`src/sv/ferl_pkg.sv`:
```
package ferl_pkg;

  localparam int DEF_CAPACITY = 256;
  localparam int CFG_IDX_W    = 3;

  localparam logic [7:0] WILDCARD = 8'hFF;

  // configuration register indexes
  localparam logic [CFG_IDX_W-1:0] CFG_WINDOW_START = 3'd0;
  localparam logic [CFG_IDX_W-1:0] CFG_WINDOW_END   = 3'd1;
  localparam logic [CFG_IDX_W-1:0] CFG_LEAST_SEV    = 3'd2;
  localparam logic [CFG_IDX_W-1:0] CFG_SOURCE_KIND  = 3'd3;
  localparam logic [CFG_IDX_W-1:0] CFG_SOURCE_UNIT  = 3'd4;

  typedef enum logic [1:0] {
    OP_APPEND = 2'd0,
    OP_QUERY  = 2'd1,
    OP_FETCH  = 2'd2,
    OP_NONE   = 2'd3
  } op_t;

  typedef enum logic [2:0] {
    ST_IDLE,
    ST_APPEND,
    ST_OLDEST,
    ST_WALK,
    ST_RESULT
  } state_t;

  typedef struct packed {
    op_t         operation;
    logic [63:0] event_time;
    logic [7:0]  event_severity;
    logic [7:0]  event_source_kind;
    logic [7:0]  event_source_unit;
    logic [31:0] event_code_in;
    logic [63:0] now_time;
  } in_word_t;

  typedef struct packed {
    logic        status;
    logic [63:0] out_time;
    logic [7:0]  out_severity;
    logic [7:0]  out_source_kind;
    logic [7:0]  out_source_unit;
    logic [31:0] out_code;
    logic [31:0] out_sequence;
    logic [8:0]  match_total;
    logic [8:0]  stored_total;
    logic [63:0] oldest_seen;
    logic [63:0] newest_seen;
  } out_word_t;

  typedef struct packed {
    logic [63:0] ev_time;
    logic [7:0]  severity;
    logic [7:0]  source_kind;
    logic [7:0]  source_unit;
    logic [31:0] code;
    logic [31:0] seq_num;
  } entry_t;

  typedef struct packed {
    logic [63:0] window_start;
    logic [63:0] window_end;
    logic [7:0]  least_severity;
    logic [7:0]  match_source_kind;
    logic [7:0]  match_source_unit;
  } cfg_t;

  // controller to datapath
  typedef struct packed {
    logic take;         // latch word, set up the walk
    logic do_append;    // write slot, update pointers and times
    logic take_oldest;  // reload oldest time from read data
    logic walk;         // issue and evaluate scan reads
    logic load_out;     // load the result register
  } cmd_t;

  // datapath to controller
  typedef struct packed {
    logic full;
    logic walk_done;
  } sts_t;

  function automatic logic ev_pass(input entry_t e, input cfg_t c);
    logic ok;
    ok = 1'b1;
    if (c.window_start != 64'd0 && e.ev_time < c.window_start) ok = 1'b0;
    if (c.window_end != 64'd0 && e.ev_time > c.window_end) ok = 1'b0;
    if (e.severity < c.least_severity) ok = 1'b0;
    if (c.match_source_kind != WILDCARD && e.source_kind != c.match_source_kind) ok = 1'b0;
    if (c.match_source_unit != WILDCARD && e.source_unit != c.match_source_unit) ok = 1'b0;
    return ok;
  endfunction

endpackage

```
`src/sv/ferl_ctrl.sv`:
```
module ferl_ctrl
  import ferl_pkg::*;
(
  input  logic clk,
  input  logic rst_n,
  input  logic in_valid,
  input  op_t  in_op,
  output logic in_stall,
  input  logic out_stall,
  output logic out_valid,
  input  sts_t sts,
  output cmd_t cmd
);

  state_t state_r, state_nxt;
  logic   out_valid_r, out_valid_nxt;
  logic   out_free;

  assign out_free = !out_valid_r || !out_stall;

  always_comb begin
    state_nxt = state_r;
    case (state_r)
      ST_IDLE: begin
        if (in_valid) begin
          case (in_op)
            OP_APPEND: state_nxt = ST_APPEND;
            OP_QUERY:  state_nxt = ST_WALK;
            OP_FETCH:  state_nxt = ST_WALK;
            default:   state_nxt = ST_RESULT;
          endcase
        end
      end
      ST_APPEND: state_nxt = sts.full ? ST_OLDEST : ST_RESULT;
      ST_OLDEST: state_nxt = ST_RESULT;
      ST_WALK:   if (sts.walk_done) state_nxt = ST_RESULT;
      ST_RESULT: if (out_free) state_nxt = ST_IDLE;
      default:   state_nxt = ST_IDLE;
    endcase
  end

  always_comb begin
    cmd      = '0;
    in_stall = 1'b1;
    case (state_r)
      ST_IDLE: begin
        in_stall = 1'b0;
        cmd.take = in_valid;
      end
      ST_APPEND: cmd.do_append   = 1'b1;
      ST_OLDEST: cmd.take_oldest = 1'b1;
      ST_WALK:   cmd.walk        = 1'b1;
      ST_RESULT: cmd.load_out    = out_free;
      default: ;
    endcase
  end

  always_comb begin
    out_valid_nxt = out_valid_r;
    if (cmd.load_out) out_valid_nxt = 1'b1;
    else if (!out_stall) out_valid_nxt = 1'b0;
  end

  always_ff @(posedge clk) begin
    if (!rst_n) begin
      state_r     <= ST_IDLE;
      out_valid_r <= 1'b0;
    end else begin
      state_r     <= state_nxt;
      out_valid_r <= out_valid_nxt;
    end
  end

  assign out_valid = out_valid_r;

endmodule

```
`config.mk`:
```
export PLATFORM = sky130hd
export DESIGN_NAME = ferl_ctrl
export DESIGN_NICKNAME = d
export VERILOG_FILES = /design/src/sv/ferl_pkg.sv /design/src/sv/ferl_ctrl.sv
export SDC_FILE = /design/constraint.sdc
export NUM_CORES = 1
export LEC_CHECK = 0
export BUFFER_PORTS_ARGS = -buffer_cell sky130_fd_sc_hd__buf_2
export CORE_AREA = 8 8 45 47
export CTS_BUF_LIST = sky130_fd_sc_hd__clkbuf_8
export DETAILED_ROUTE_END_ITERATION = 7
export DIE_AREA = 0 0 53 55
export GPL_ROUTABILITY_DRIVEN = 1
export MAX_ROUTING_LAYER = met4
export PLACE_DENSITY_LB_ADDON = 0.12
export SLEW_MARGIN = 15
export SYNTH_ARGS = -nofsm -noshare
export SYNTH_HDL_FRONTEND = slang
export SYNTH_SLANG_ARGS = --single-unit
```
`constraint.sdc`:
```
create_clock -name clk -period 2.9 [get_ports clk]
set_input_delay 0.435 -clock clk [delete_from_list [all_inputs] [get_ports clk]]
set_output_delay 0.435 -clock clk [all_outputs]
set_load 0.005 [all_outputs]
```
---- After elaboration in Yosys (flattened, before gate mapping) ----
Index checks and enable logic that the tools add are counted.
storage, ports and cells
  bits of input ports ..................... 8
  output and inout bits ................... 7
  register bits ........................... 4
  word-level logic and storage cells ...... 33
operators by class
  equality and inequality tests ........... 10
  multiplexer cells ....................... 14
  reductions and logical operators ........ 7
operators by type and width
  operator                                                               number
  3-bit one-hot mux with 5 select lines                                  1
  3-bit 2-to-1 mux                                                       4
  1-bit 2-to-1 mux                                                       8
  3-bit by 2-bit equality test with 1-bit output, second input constant  2
  2-bit != test, second input constant                                   3
  3-bit one-hot mux with 2 select lines                                  1
  3-bit by 1-bit equality test with 1-bit output, second input constant  1
  3-bit equality test, second input constant                             1
  3-bit logical NOT                                                      1
  3-bit AND reduction                                                    1
  2-bit by 1-bit equality test with 1-bit output, second input constant  1
  2-bit equality test, second input constant                             1
  1-bit logical NOT                                                      2
  2-bit logical NOT                                                      1
  2-bit by 1-bit != test with 1-bit output, second input constant        1
  2-bit OR reduction                                                     1
  1-bit logical OR                                                       1

---- Longest topological paths before layout ----
Gate-level depths: netlist of the first run.
  depth after elaboration ................. 5
  gate-level depth with buffers ........... 5
  gate-level depth less buffers ........... 5

---- Worst setup path after synthesis of the first run ----
Ideal clock, no wire load.
  path type ............................... register to output
  start ................................... reg state_r[0]
  end ..................................... out cmd[0] (netlist bit)
  path slack .............................. 1.574 ns
  required time ........................... 2.465 ns
  path buffers ............................ 2
  cell stages (with the launch flop) ...... 6
  arrival ................................. 0.891 ns
  cells stage by stage .................... dfxtp_1 -> clkbuf_1 -> nor2_1 -> nand2_1 -> a21oi_1 -> buf_4
RTL lines
  item                    RTL line         text
  from (decl)             ferl_ctrl.sv:15  state_t state_r, state_nxt;
  from (signal assigned)  ferl_ctrl.sv:69  state_r <= state_nxt;
  to (decl)               ferl_ctrl.sv:12  output cmd_t cmd

---- Worst setup path in the final report of the first run ----
  start ................................... reg state_r[0]
  end ..................................... out in_stall
between the ends
  longest elaborated chain between the ends .. 2
ends and longest elaborated chain
  item               RTL line         text
  3-bit logical NOT  ferl_ctrl.sv:45  case (state_r)
  1-bit 2-to-1 mux   ferl_ctrl.sv:45
  to (decl)          ferl_ctrl.sv:8   output logic in_stall,
Every way passes these cells.

==> flow_metrics.tcl, run 1 <==
set metrics [dict create \
    syn_area_um2 284 \
    worstMarginPinSlew_ns 0.353 \
    finalHoldViolCount 0 \
    die_area_mm2 0.00292 \
    post_cts_buffers 0 \
    start_kind "flip-flop" \
    skew_ns 0.00122 \
    rsz0062_at_grt "false" \
    wl_per_cell_um 11.8 \
    cts_tree "done" \
    cts_buffer_depth 2 \
    pre_cts_ws_ns 1.57 \
    cts.sinks 4 \
    die_h_um 55 \
    seqPwrFrac_pct 30.7 \
    rows 14 \
    fill_cells 157 \
    multi_input_area_um2 181 \
    crit_arrival_ns 1.12 \
    p_sw_w 0.0000508 \
    worst_setup_path_end_kind "output pin" \
    crit_chain "or3_1 -> buf_2" \
    cts_max_level 1 \
    ioPinCount 15 \
    routed_wirelength_um 769 \
    cts_resized 0 \
    path_class "flip-flop to output pin" \
    ir_drop_mv 0.188 \
    synth_area_leader_cell "dfxtp_1" \
    cts-buffers-inserted 3 \
    die_w_um 53 \
    maxCapViolations 0 \
    synth_ff_type "dfxtp_1" \
    core_mm2 0.00138 \
    gp_congestion 0.668 \
    initial_core_util_pct 20.5 \
    setup_tns_ns 0 \
    power_leakage_nw 0.184 \
    min_period_ns 1.56 \
    syn2layout_area_growth_pct 38.3 \
    run_status "completed" \
    syn_inst 35 \
    layout_worst_path_cycle_share_pct 53.8 \
    relSlewSlack_pct 76.4 \
    p_per_area_mw_per_mm2 562 \
    vias_per_cell 4.38 \
    min_path_type "flip-flop to flip-flop" \
    ff_latch_area_um2 80.1 \
    portBuffers 14 \
    antenna_found_initial 0 \
    drc 0 \
    grt_pass1_wl_um 1220 \
    grt_pass1_vias 290 \
    dp_hpwl_um 600 \
    n_antenna_cell 0 \
    setup_ws_ns 1.34 \
    sw_frac_of_total_pct 23.0 \
    clkLatencyLatePin_ns 0.21 \
    internal_power_w 0.000170 \
    cts-root-buf "clkbuf_8" \
    yosysSeqAreaShare_pct 28.2 \
    detail-route-antenna-nets 0 \
    async_reset_ff_share_pct 0 \
    vias 285 \
    synth_enable_flop_cells 0 \
    combPwrFrac_pct 17.3 \
    setup_violations 0 \
    synth_top_area_share_pct 28.2 \
    drt_iter0_drc 2 \
    grt-ovfl-total 0 \
    syn_nets 44 \
    holdBufCountCts 0 \
    grt_use_total_pct 6.08 \
    syn_avg_cell_area_um2 8.11 \
    drive_above_1_share_pct 36.7 \
    ys_ff_latch 4 \
    synthDistinctLibCells 22 \
    nets 60 \
    cp_slowest_cell "dfxtp_1" \
    grt_max_degree 14 \
    worstPathMaxFanout 13 \
    first_pass_iters 2 \
    synth_common_cells "a21oi_1, dfxtp_1, nand2_1, nand2b_1" \
    synth_warnings 0 \
    clkPwrFrac_pct 52.0 \
    path_clk_slew_ns 0.03 \
    fmax_mhz 641 \
    yosys-top-cells-area "dfxtp_1, a21oi_1, nand2b_1, nor3b_1, nand2b_4" \
    slowest_delay_ns 0.40 \
    drv_slew 0 \
    cp.required_ns 2.47 \
]
## layout make-up
class / instances / area share, %
Clock buffer: 3 / 10.5
Tap cell: 16 / 5.10
Timing Repair Buffer: 14 / 17.8
Sequential cell: 4 / 20.4
Multi-Input combinational cell: 28 / 46.2
## metal layers
layer	vias to the layer above	share of wire, %	global-route usage [%]
met5	-	0	-
met4	0	1.8	5.17
met3	2	3.5	3.21
met2	8	47	8.01
met1	124	47	6.53
li1	151	-	-
## worst max-delay path: cells and delay by family, from the launching register on
family | cells | cell delay [ns]
DFF | 1 | 0.40
buffers and inverters | 1 | 0.13
and+or+nand+nor | 1 | 0.37
## state kept, by name, indices dropped and copies added (netlist names)
signal,count
state_r,3
out_valid,1
## metrics by stage
stage / hold slack, ns / power (W) / cell area (um^2) / std cells / utilization, %
after floorplan: 0.483 / 0.0000923 / 284 / 35 / -
after global placement: 0.504 / 0.000108 / 352 / 62 / 25.4
after detailed placement: 0.496 / 0.000107 / 352 / 62 / 25.4
after CTS: 0.499 / 0.000226 / 393 / 65 / 28.4
after global routing: 0.512 / 0.000235 / 393 / 65 / 28.4
final: 0.501 / 0.000221 / 393 / 65 / 28.4
## logic make-up (layout without fill, tap and decap cells)
kind of cell	after synthesis	after routing	synth area share, %
buffers and inverters	3	17	7.93
flip-flops	4	4	28.2
AO/OA/AOI/OAI	8	8	17.2
AND/OR/NAND/NOR	19	19	42.3
adder cells (fa/ha/maj)	1	1	4.40
## path summary, 6_finish.rpt
check                                 from  slack (ns)  depth (start not counted)          to
worst max-delay path            state_r[0]        1.34                          2    in_stall
worst min-delay path             out_valid        0.50                          2   out_valid
worst min register to register   out_valid        0.50                          2   out_valid
worst max register to register  state_r[0]        1.74                          4  state_r[2]
## cells in the final DEF (no fill, tap or decap), drive strengths merged, types with 2 or more instances in the layout
cell,count
a21oi,4
buf,14
clkbuf,3
dfxtp,4
nand2,3
nand2b,4
nor2,2
nor3b,2
or3,2
## power groups by stage
stage / combinational, W / sequential (W) / clock (W)
6_report: 0.0000381 / 0.0000677 / 0.000115
3_5_place_dp: 0.0000384 / 0.0000686 / 0
4_1_cts: 0.0000387 / 0.0000679 / 0.000119
2_1_floorplan: 0.0000289 / 0.0000634 / 0
5_1_grt: 0.0000434 / 0.0000692 / 0.000123
3_3_place_gp: 0.0000387 / 0.0000689 / 0
Power figures use the tool's default switching activity.
==> run 2: changes to the inputs <==
ABC_AREA = 1   (was not set)
clock period = 1.3 ns   (was 2.9 ns; I/O delays follow)
==> flow_metrics.tcl, run 2 <==
set metrics [dict create \
    worst-path-buf-inv 1 \
    synth_most_common_cell "inv_1" \
    first_pass_iters 2 \
    ioPinCount 15 \
    clkLatencyLatePin_ns 0.22 \
    setup_tns_ns 0 \
    initial_core_util_pct 22.2 \
    cts-root-buf "clkbuf_8" \
    final_cell_mix "buf_2, inv_1, nor2_1" \
    synth-compound-area-share_pct 7.72 \
    cts.sinks 4 \
    multi_input_area_um2 175 \
    finalNonFillerCells 82 \
    synth_xor_xnor_area_share_pct 0 \
    worstMarginPinSlew_ns 0.147 \
    synth_top_area_share_pct 26.0 \
    die_area_mm2 0.00292 \
    dp_hpwl_um 636 \
    path_clk_slew_ns 0.03 \
    grt_pass1_vias 339 \
    vias_per_cell 4.12 \
    rows 14 \
    cts_buffer_depth 2 \
    synth_ff_type "dfxtp_1" \
    run_status "completed" \
    maxCapViolations 0 \
    slowest_delay_ns 0.34 \
    layout_worst_path_cycle_share_pct 94.3 \
    antenna_found_initial 0 \
    nets 77 \
    setup_violations 0 \
    die_w_um 53 \
    die_h_um 55 \
    yosysSeqAreaShare_pct 26.0 \
    ir_drop_mv 0.719 \
    vias 338 \
    path_class "flip-flop to output pin" \
    grt-ovfl-total 0 \
    holdBufCountCts 0 \
    mostFrequentLayoutCell "buf_2" \
    dpl_cell_area_um2 390 \
    portBuffers 14 \
    grt_max_degree 7 \
    fmax_mhz 816 \
    critPathTopFamily "simple AND/OR/NAND/NOR gates" \
    crit_arrival_ns 1.03 \
    cts-buffers-inserted 3 \
    fin_total_pwr_w 0.000665 \
    drt_iter0_drc 3 \
    routed_wirelength_um 750 \
    synth_area_leader_cell "dfxtp_1" \
    pre_cts_ws_ns 0.207 \
    largest_reg_flops 3 \
    drc 0 \
    cts_max_level 1 \
    min_path_type "input pin to flip-flop" \
    cts_tree "done" \
    min_period_ns 1.23 \
    wl_per_cell_um 9.15 \
    power_leakage_nw 0.271 \
    synth_mux_area_share_pct 0 \
    grt_pass1_wl_um 1280 \
    core_mm2 0.00138 \
    top_register "state_r" \
    synth_fa_ha_area_share_pct 4.07 \
    syn_inst 49 \
    gp_congestion 0.693 \
    worstPathMaxFanout 6 \
    syn_avg_cell_area_um2 6.28 \
    synth_enable_flop_cells 0 \
    grt_use_total_pct 6.42 \
    synth_top_family_by_area "simple AND/OR/NAND/NOR gates" \
    skew_ns 0.00194 \
    finalHoldViolCount 0 \
    syn2layout_area_growth_pct 43.9 \
    yosys-top-cells-area "dfxtp_1, inv_1, nand3_1, nor2_1, nand2_1" \
    synth_warnings 0 \
    n_antenna_cell 0 \
    fill_cells 167 \
    cp_slowest_cell "dfxtp_2" \
    ff_latch_area_um2 83.8 \
    start_kind "flip-flop" \
    numPlacedInstances 78 \
    async_reset_ff_share_pct 0 \
    p_per_area_mw_per_mm2 1500 \
    detail-route-antenna-nets 0 \
    ys_ff_latch 4 \
    finish.instance_area_um2 443 \
    cp.required_ns 1.11 \
    synthDistinctLibCells 15 \
    syn_nets 58 \
    worst_setup_path_end_kind "output pin" \
    crit_chain "nor2_4 -> nand2_1 -> nor2_1 -> buf_2" \
    drv_slew 0 \
    drive_above_1_share_pct 47.0 \
    synth_common_cells "inv_1, nor2_1, nand2_1, nand3_1, dfxtp_1" \
    relSlewSlack_pct 90.2 \
    yosys.area_share.simple_pct 45.1 \
    setup_ws_ns 0.0746 \
    syn_area_um2 308 \
]
[run 2: cells by family (layout without fill, tap and decap cells)]
logic type / count (synthesis) / after routing
fa+ha+maj: 1 / 1
flops: 4 / 4
compound gates: 4 / 4
simple gates: 27 / 27
buf+inv: 13 / 30
[run 2: final cells by class]
type / count / share of cell area (%)
well taps: 16 / 4.52
flip-flops and latches: 4 / 18.9
clock buffers: 3 / 9.32
repair buffers: 15 / 17.5
multi-input cells: 32 / 39.5
inverters: 12 / 10.2
[run 2: worst reg2reg max path, cell delays in order (launching register included)]
cell     delay, ns
dfxtp_2       0.34
nor2_4        0.17
buf_4         0.13
nand3_2       0.07
nand2_1       0.08
inv_1         0.04
a21oi_1       0.12
nor2_1        0.05
[run 2: through the flow]
stage	util, %	hold WS [ns]
CTS	31.2	0.243
floorplan	-	0.358
finish	32.0	0.238
detailed placement	28.2	0.467
global route	32.0	0.272
global placement	28.2	0.465
[run 2: timing repair]
action / in CTS / in global routing
resized for setup: 0 / 3
endpoints found under the hold margin: 0 / 0
setup endpoints to repair: 0 / 3
setup buffers: 0 / 1
[run 2: power breakdown]
group	switching, W	internal (W)	total (W)	leakage (nW)
clock	0.0000611	0.000197	0.000258	0.0216
combinational	0.000124	0.000104	0.000228	0.215
sequential	0.0000319	0.000147	0.000179	0.0339
[run 2: final timing paths]
kind | start | to | slack (ns) | cells after the start
worst max register to register | state_r[1] | state_r[1] | 0.18 | 7
worst min-delay path | rst_n | state_r[2] | 0.24 | 3
worst max-delay path | state_r[1] | cmd[4] | 0.07 | 4
worst min register to register | out_valid | out_valid | 0.47 | 2
[run 2: per-layer routing]
metal | part of all wire, % | GRT usage [%] | up-vias | wire [um]
met5 | 0 | - | - | 0
met4 | 2.5 | 9.05 | 0 | 19
met3 | 5.3 | 1.34 | 2 | 40
met2 | 51 | 9.96 | 8 | 386
met1 | 41 | 5.61 | 144 | 305
li1 | - | - | 184 | -
